**config.mk**
```make
export PLATFORM = sky130hd
export DESIGN_NAME = rgb_to_hsv_hsl_converter_core
export DESIGN_NICKNAME = d
export VERILOG_FILES = /design/src/sv/rgbhsv_pkg.sv /design/src/sv/rgbhsv_div.sv /design/src/sv/rgb_to_hsv_hsl_converter_core.sv
export SDC_FILE = /design/constraint.sdc
export NUM_CORES = 2
export LEC_CHECK = 0
export ABC_AREA = 1
export BUFFER_PORTS_ARGS = -buffer_cell sky130_fd_sc_hd__buf_4
export CAP_MARGIN = 20
export CORE_MARGIN = 5
export CORE_UTILIZATION = 55
export DETAILED_ROUTE_END_ITERATION = 6
export PLACE_DENSITY_LB_ADDON = 0.3
export RECOVER_POWER = 50
export SYNTH_ARGS = -nofsm -noshare
export SYNTH_HDL_FRONTEND = slang
export SYNTH_HIERARCHICAL = 1
export SYNTH_SLANG_ARGS = --single-unit
```
**constraint.sdc**
```tcl
create_clock -name clk -period 9.05 [get_ports clk]
set_input_delay 0.905 -clock clk [delete_from_list [all_inputs] [get_ports clk]]
set_output_delay 0.905 -clock clk [all_outputs]
set_load 0.01 [all_outputs]
```
**src/sv/rgbhsv_pkg.sv**
```systemverilog
package rgbhsv_pkg;

  // Hue scale: one sector is 60 degrees in 1/64 degree units.
  localparam int HUE_SECTOR = 3840;
  localparam int HUE_FULL   = 23040;

  // Saturation full scale.
  localparam int SAT_ONE = 65535;

  // Quotient bits produced by each divider, one per pipeline stage.
  localparam int QUO_BITS = 16;

  // Output modes of the configuration register.
  localparam logic MODE_HSV = 1'b0;
  localparam logic MODE_HSL = 1'b1;

  // Hue sector chosen by the largest channel.
  typedef enum logic [1:0] {
    SECTOR_RED   = 2'd0,
    SECTOR_GREEN = 2'd1,
    SECTOR_BLUE  = 2'd2
  } sector_t;

endpackage

```
**src/sv/rgbhsv_div.sv**
```systemverilog
// Pipelined restoring divider: one quotient bit per stage.
// The caller guarantees num < den * 2^QUO_BITS and den > 0.
module rgbhsv_div #(
  parameter int DEN_W = 9,
  parameter int TAG_W = 1
) (
  input  logic                                   clk,
  input  logic                                   rst,
  input  logic                                   in_valid,
  input  logic [DEN_W+rgbhsv_pkg::QUO_BITS-1:0]  num,
  input  logic [DEN_W-1:0]                       den,
  input  logic [TAG_W-1:0]                       tag,
  output logic                                   out_valid,
  output logic [rgbhsv_pkg::QUO_BITS-1:0]        quo,
  output logic [TAG_W-1:0]                       out_tag
);

  localparam int Q     = rgbhsv_pkg::QUO_BITS;
  localparam int NUM_W = DEN_W + Q;

  logic [DEN_W-1:0] rem_q [Q];
  logic [DEN_W-1:0] den_q [Q];
  logic [Q-1:0]     low_q [Q];
  logic [Q-1:0]     quo_q [Q];
  logic [TAG_W-1:0] tag_q [Q];
  logic [Q-1:0]     valid_q;

  for (genvar s = 0; s < Q; s++) begin : g_stage
    logic [DEN_W-1:0] prev_rem;
    logic [DEN_W-1:0] prev_den;
    logic [Q-1:0]     prev_low;
    logic [Q-1:0]     prev_quo;
    logic [TAG_W-1:0] prev_tag;
    logic             prev_valid;
    logic [DEN_W:0]   trial;
    logic             fits;

    // The first stage starts from the high part of the dividend.
    if (s == 0) begin : g_first
      assign prev_rem   = num[NUM_W-1:Q];
      assign prev_den   = den;
      assign prev_low   = num[Q-1:0];
      assign prev_quo   = '0;
      assign prev_tag   = tag;
      assign prev_valid = in_valid;
    end else begin : g_next
      assign prev_rem   = rem_q[s-1];
      assign prev_den   = den_q[s-1];
      assign prev_low   = low_q[s-1];
      assign prev_quo   = quo_q[s-1];
      assign prev_tag   = tag_q[s-1];
      assign prev_valid = valid_q[s-1];
    end

    // Shift in the next dividend bit and subtract if the divisor fits.
    assign trial = {prev_rem, prev_low[Q-1]};
    assign fits  = (trial >= {1'b0, prev_den});

    always_ff @(posedge clk) begin
      if (rst) begin
        valid_q[s] <= 1'b0;
      end else begin
        valid_q[s] <= prev_valid;
      end
      rem_q[s] <= fits ? DEN_W'(trial - {1'b0, prev_den}) : DEN_W'(trial);
      den_q[s] <= prev_den;
      low_q[s] <= {prev_low[Q-2:0], 1'b0};
      quo_q[s] <= {prev_quo[Q-2:0], fits};
      tag_q[s] <= prev_tag;
    end
  end

  assign out_valid = valid_q[Q-1];
  assign quo       = quo_q[Q-1];
  assign out_tag   = tag_q[Q-1];

endmodule

```
**src/sv/rgb_to_hsv_hsl_converter_core.sv**
```systemverilog
// RGB to HSV/HSL converter. The block takes one pixel in every clock cycle
// (busy is always low) and marks each result with result_valid for one
// cycle; the receiver must take it then. The pipeline has one stage for
// max/min and sector selection, one stage for the scaling multiplies, 16
// stages of the two bit-per-stage dividers, and one output stage for the
// hue offset. The output_mode register (cfg_data, 0 = HSV, 1 = HSL) is
// sampled as each item enters and should be written only while no item is
// in flight.
module rgb_to_hsv_hsl_converter_core #(
  parameter int CHANNEL_BITS = 8
) (
  input  logic                    clk,
  input  logic                    rst,
  input  logic                    start,
  output logic                    busy,
  input  logic [CHANNEL_BITS-1:0] red_in,
  input  logic [CHANNEL_BITS-1:0] green_in,
  input  logic [CHANNEL_BITS-1:0] blue_in,
  input  logic [CHANNEL_BITS-1:0] alpha_in,
  input  logic                    cfg_valid,
  output logic                    cfg_ready,
  input  logic                    cfg_data,
  output logic                    result_valid,
  output logic [14:0]             hue_out,
  output logic [15:0]             saturation_out,
  output logic [CHANNEL_BITS:0]   level_out,
  output logic [CHANNEL_BITS-1:0] alpha_out
);

  localparam int CB    = CHANNEL_BITS;
  localparam int DEN_W = CB + 1;
  localparam int Q     = rgbhsv_pkg::QUO_BITS;
  localparam int NUM_W = DEN_W + Q;
  localparam logic [CB+1:0] TWO_CMAX = (CB+2)'((2 ** CB - 1) * 2);
  localparam int HTAG_W = 3;
  localparam int STAG_W = 2 * CB + 1;

  // Configuration register.
  logic output_mode;

  assign cfg_ready = 1'b1;
  assign busy      = 1'b0;

  always_ff @(posedge clk) begin
    if (rst) begin
      output_mode <= rgbhsv_pkg::MODE_HSV;
    end else if (cfg_valid && cfg_ready) begin
      output_mode <= cfg_data;
    end
  end

  // Stage A: max, min, sector, hue difference and saturation divisor.
  logic [CB-1:0]       mx;
  logic [CB-1:0]       mn;
  logic [CB-1:0]       delta;
  logic [CB:0]         sum;
  logic [CB:0]         other;
  logic [CB:0]         sden;
  logic [CB:0]         diff;
  logic [CB-1:0]       mag;
  rgbhsv_pkg::sector_t sector;

  always_comb begin
    mx = red_in;
    mn = red_in;
    if (green_in > mx) mx = green_in;
    if (blue_in > mx)  mx = blue_in;
    if (green_in < mn) mn = green_in;
    if (blue_in < mn)  mn = blue_in;
    delta = mx - mn;
    sum   = {1'b0, mx} + {1'b0, mn};
    other = (CB+1)'(TWO_CMAX - {1'b0, sum});
    if (output_mode == rgbhsv_pkg::MODE_HSV) begin
      sden = {1'b0, mx};
    end else begin
      sden = (sum < other) ? sum : other;
    end
    // Red wins ties over green, green over blue.
    if (mx == red_in) begin
      sector = rgbhsv_pkg::SECTOR_RED;
      diff   = {1'b0, green_in} - {1'b0, blue_in};
    end else if (mx == green_in) begin
      sector = rgbhsv_pkg::SECTOR_GREEN;
      diff   = {1'b0, blue_in} - {1'b0, red_in};
    end else begin
      sector = rgbhsv_pkg::SECTOR_BLUE;
      diff   = {1'b0, red_in} - {1'b0, green_in};
    end
    mag = diff[CB] ? CB'(-diff) : diff[CB-1:0];
  end

  logic                a_valid;
  logic [CB-1:0]       a_mag;
  logic [DEN_W-1:0]    a_hden;
  logic [CB-1:0]       a_snum;
  logic [DEN_W-1:0]    a_sden;
  logic                a_neg;
  rgbhsv_pkg::sector_t a_sector;
  logic [CB:0]         a_level;
  logic [CB-1:0]       a_alpha;

  always_ff @(posedge clk) begin
    if (rst) begin
      a_valid <= 1'b0;
    end else begin
      a_valid <= start && !busy;
    end
    // A gray pixel divides zero by one, giving zero hue and saturation.
    if (delta == '0) begin
      a_mag  <= '0;
      a_hden <= DEN_W'(1);
      a_snum <= '0;
      a_sden <= DEN_W'(1);
    end else begin
      a_mag  <= mag;
      a_hden <= {1'b0, delta};
      a_snum <= delta;
      a_sden <= sden;
    end
    a_neg    <= diff[CB] && (delta != '0);
    a_sector <= sector;
    a_level  <= (output_mode == rgbhsv_pkg::MODE_HSV) ? {mx, 1'b0} : sum;
    a_alpha  <= alpha_in;
  end

  // Stage B: scale the dividends.
  logic                b_valid;
  logic [NUM_W-1:0]    b_hnum;
  logic [NUM_W-1:0]    b_snum;
  logic [DEN_W-1:0]    b_hden;
  logic [DEN_W-1:0]    b_sden;
  logic [HTAG_W-1:0]   b_htag;
  logic [STAG_W-1:0]   b_stag;

  always_ff @(posedge clk) begin
    if (rst) begin
      b_valid <= 1'b0;
    end else begin
      b_valid <= a_valid;
    end
    b_hnum <= NUM_W'(a_mag) * NUM_W'(rgbhsv_pkg::HUE_SECTOR);
    b_snum <= NUM_W'(a_snum) * NUM_W'(rgbhsv_pkg::SAT_ONE);
    b_hden <= a_hden;
    b_sden <= a_sden;
    b_htag <= {a_neg, a_sector};
    b_stag <= {a_level, a_alpha};
  end

  // Hue and saturation dividers run side by side.
  logic              hq_valid;
  logic              sq_valid;
  logic [Q-1:0]      hquo;
  logic [Q-1:0]      squo;
  logic [HTAG_W-1:0] htag;
  logic [STAG_W-1:0] stag;

  rgbhsv_div #(.DEN_W(DEN_W), .TAG_W(HTAG_W)) u_hue_div (
    .clk       (clk),
    .rst       (rst),
    .in_valid  (b_valid),
    .num       (b_hnum),
    .den       (b_hden),
    .tag       (b_htag),
    .out_valid (hq_valid),
    .quo       (hquo),
    .out_tag   (htag)
  );

  rgbhsv_div #(.DEN_W(DEN_W), .TAG_W(STAG_W)) u_sat_div (
    .clk       (clk),
    .rst       (rst),
    .in_valid  (b_valid),
    .num       (b_snum),
    .den       (b_sden),
    .tag       (b_stag),
    .out_valid (sq_valid),
    .quo       (squo),
    .out_tag   (stag)
  );

  // Output stage: add the sector offset and wrap negative hue.
  logic [16:0] hoff;
  logic [16:0] hsum;
  logic [16:0] hwrap;

  always_comb begin
    case (rgbhsv_pkg::sector_t'(htag[1:0]))
      rgbhsv_pkg::SECTOR_RED:   hoff = 17'd0;
      rgbhsv_pkg::SECTOR_GREEN: hoff = 17'(2 * rgbhsv_pkg::HUE_SECTOR);
      rgbhsv_pkg::SECTOR_BLUE:  hoff = 17'(4 * rgbhsv_pkg::HUE_SECTOR);
      default:                  hoff = 17'd0;
    endcase
    hsum  = htag[2] ? (hoff - {1'b0, hquo}) : (hoff + {1'b0, hquo});
    hwrap = hsum[16] ? (hsum + 17'(rgbhsv_pkg::HUE_FULL)) : hsum;
  end

  always_ff @(posedge clk) begin
    if (rst) begin
      result_valid <= 1'b0;
    end else begin
      result_valid <= hq_valid && sq_valid;
    end
    hue_out        <= hwrap[14:0];
    saturation_out <= squo;
    level_out      <= stag[STAG_W-1:CB];
    alpha_out      <= stag[CB-1:0];
  end

endmodule

```
==> flow_summary.toml <==
[timing]
period_share = 0.809
slew_headroom = 0.541
grt_setup_unrepaired = "false"
period_needed_ns = 7.33
max_freq_mhz = 137
setup_tns_ns = 0
setup_viol = 0
hold_viol_final = 0
final_max_slew_viol_count = 0
fin_skew_ns = 0.0225
max_slew.worst_pin.slew_ns = 0.688

[floorplanning]
core.rowCount = 120
core_area_sq_mm = 0.107
initial_core_util = 0.552
dieArea_sq_mm = 0.114
die_y_um = 337
die_x_um = 337
io_pins = 88

[finish]
fin_area_sq_mm = 0.0661
area.growth.synth_to_final_pct = 12.4
diodes = 0
layout.nets = 7280
n_fill_cell = 8961
fin_util = 0.620
fin_cells = 8274
final_layout_size_suffix_gt1_frac = 0.0901

[grt]
grt_max_degree = 37
grt_usage = 0.188
grt_pass1_vias = 38300
antenna_found_initial = 0
grt-ovfl-total = 0
grt_pass1_wl_um = 179000

[cts]
cts.reportedPaths.clkPinSlew_ns = 0.06
cts_tree = "done"
htree_levels = 4
clk_path_buf_depth = 3
numClockSinks = 1575
holdBufCountCts = 0
postCtsSetupRepairBufs = 0
clk_latency_ns = 0.72
cts_resized = 0
root_buffer = "clkbuf_16"
numCtsBuffers = 152

[synthesis]
ys_seq_area_frac = 0.536
synth.distinct_cells = 47
synthCells = 6552
synthFlopType = "dfxtp_1"
synth_edf_count = 0
synth_top_family_by_area = "simple AND/OR/NAND/NOR gates"
synth_area_per_cell_sq_um = 8.98
synth_xor_area_frac = 0.0255
synth_area_sq_mm = 0.0588
synth_compound_area_frac = 0.0287
synth_simple_gate_area_frac = 0.222
synthTopCellsByCount = "nand2_1 (1662), dfxtp_1 (1575), inv_1 (1059)"
synth_fa_ha_area_frac = 0.113
async_flop_share = 0
ys_ff_latch = 1575
synth.most_common_cell = "nand2_1"
yosysTopAreaCellShare = 0.536
synthMuxAreaShare = 0
yosys_warnings = 6
synth_top_area_cell = "dfxtp_1"
synth_area_leaders = "dfxtp_1 (54%), nand2_1 (11%), ha_1 (8.7%), inv_1 (6.8%), nand3_1 (5.0%)"

[place]
placed_cell_area_sq_mm = 0.0609
dp_hpwl_um = 79100
port_buffers = 85
place_inst = 8005
gp_congestion = 0.887

[critical_path]
reg2reg_slack_ns = 3.79
critPathRequiredTime_ns = 9.68
cp.arrival_ns = 7.95
crit_path_max_incr_delay_ns = 0.53
crit_path_end_kind = "flip-flop"
r2r-start = "a_hden[5]"
critPathSlowestCell = "o21ai_0"
crit_path_max_fanout = 16
cp-start-kind = "input port"
crit_start = "green_in[5]"
critical_path_class = "input port to flip-flop"

[routing]
wl_per_cell_um = 12.7
wl_um = 105000
drt-initial-drc-count = 2089
drt-vias-per-instance = 4.74
via_count = 39200
drcViolationCount = 0
firstDrtPassIters = 5
antenna_left = 0

[outcome]
outcome = "finished, final reports clean"

[hold_path]
hp-start = "u_sat_div/tag_q[0][65]"
hold_path.class = "flip-flop to flip-flop"

[flow_run]
drv_cap = 0
final cells by class:
cell class	count	area, sq um	area share
Clock buffer	211	4330	0.0655
Clock inverter	58	825	0.0125
Inverter	1072	4020	0.0609
Sequential cell	1575	31500	0.477
Tap cell	1403	1760	0.0266
Timing Repair Buffer	87	653	0.00988
Multi-Input combinational cell	3868	23000	0.348
state kept, by name (all words and copies together) (netlist names), 12 cells and up:
name                          cells
b_stag                           17
u_hue_div/low_q                 120
b_snum                           24
u_hue_div/quo_q                 136
u_hue_div/g_stage.prev_valid     15
u_sat_div/quo_q                 136
u_sat_div/rem_q                 135
b_hnum                           12
u_hue_div/rem_q                 135
u_hue_div/den_q                 135
u_sat_div/g_stage.prev_valid     15
saturation_out                   16
u_sat_div/den_q                 135
u_sat_div/tag_q                 272
u_hue_div/tag_q                  48
hue_out                          15
u_sat_div/low_q                 120
routing by layer:
metal,part of all wire,up-vias,global-route usage
li1,-,20700,-
met1,0.44,17600,0.229
met2,0.50,684,0.342
met3,0.038,192,0.0308
met4,0.024,0,0.0585
met5,0,-,0
critical path: cells and delay by family:
family / cells / cell delay (ns)
compound gates: 10 / 1.82
xor+xnor: 1 / 0.27
fa+ha+maj: 4 / 1.43
buf+inv: 8 / 1.09
simple gates: 14 / 2.41
final timing paths:
| path | endpoint | cells past startpoint |
|---|---|---|
| worst min-delay path | u_sat_div/tag_q[0][82] | 0 |
| worst max register to register | b_snum[23] | 21 |
| worst max-delay path | a_sden[4] | 37 |
| worst min register to register | u_sat_div/tag_q[0][82] | 0 |
layout by cell type, fill, tap and decap left out, types with 31 or more instances in the layout:
cell type  instances
nand3_1          587
a21oi_1          205
nor3_1            43
nand2_1         1662
clkbuf_1          32
fa_1              77
clkbuf_16        155
inv_1           1059
dfxtp_1         1575
nand4_1           66
buf_4             79
nor2_1           196
nor2_2            34
ha_1             410
nand2_2          157
xor2_1           151
nand2_4           31
o21ai_0           62
cells by family (layout without fill, tap and decap cells):
kind of cell | after synthesis | in the layout
DFF | 1575 | 1575
and+or+nand+nor | 2871 | 2871
AOI/OAI and AO/OA | 315 | 315
xor gates and xnor gates | 171 | 171
adders and majority gates | 487 | 487
buffers and inverters | 1131 | 1428
other | 2 | 24
stage by stage:
step	worst slack, ns	hold slack [ns]
2_1_floorplan	2.48	0.310
3_3_place_gp	1.04	0.310
3_5_place_dp	0.986	0.312
4_1_cts	1.76	0.218
5_1_grt	0.981	0.248
6_report	1.72	0.307
Power is left out: the tool's default activity adds up to more than one toggle a clock period on the data nets, which glitch-free logic cannot reach.
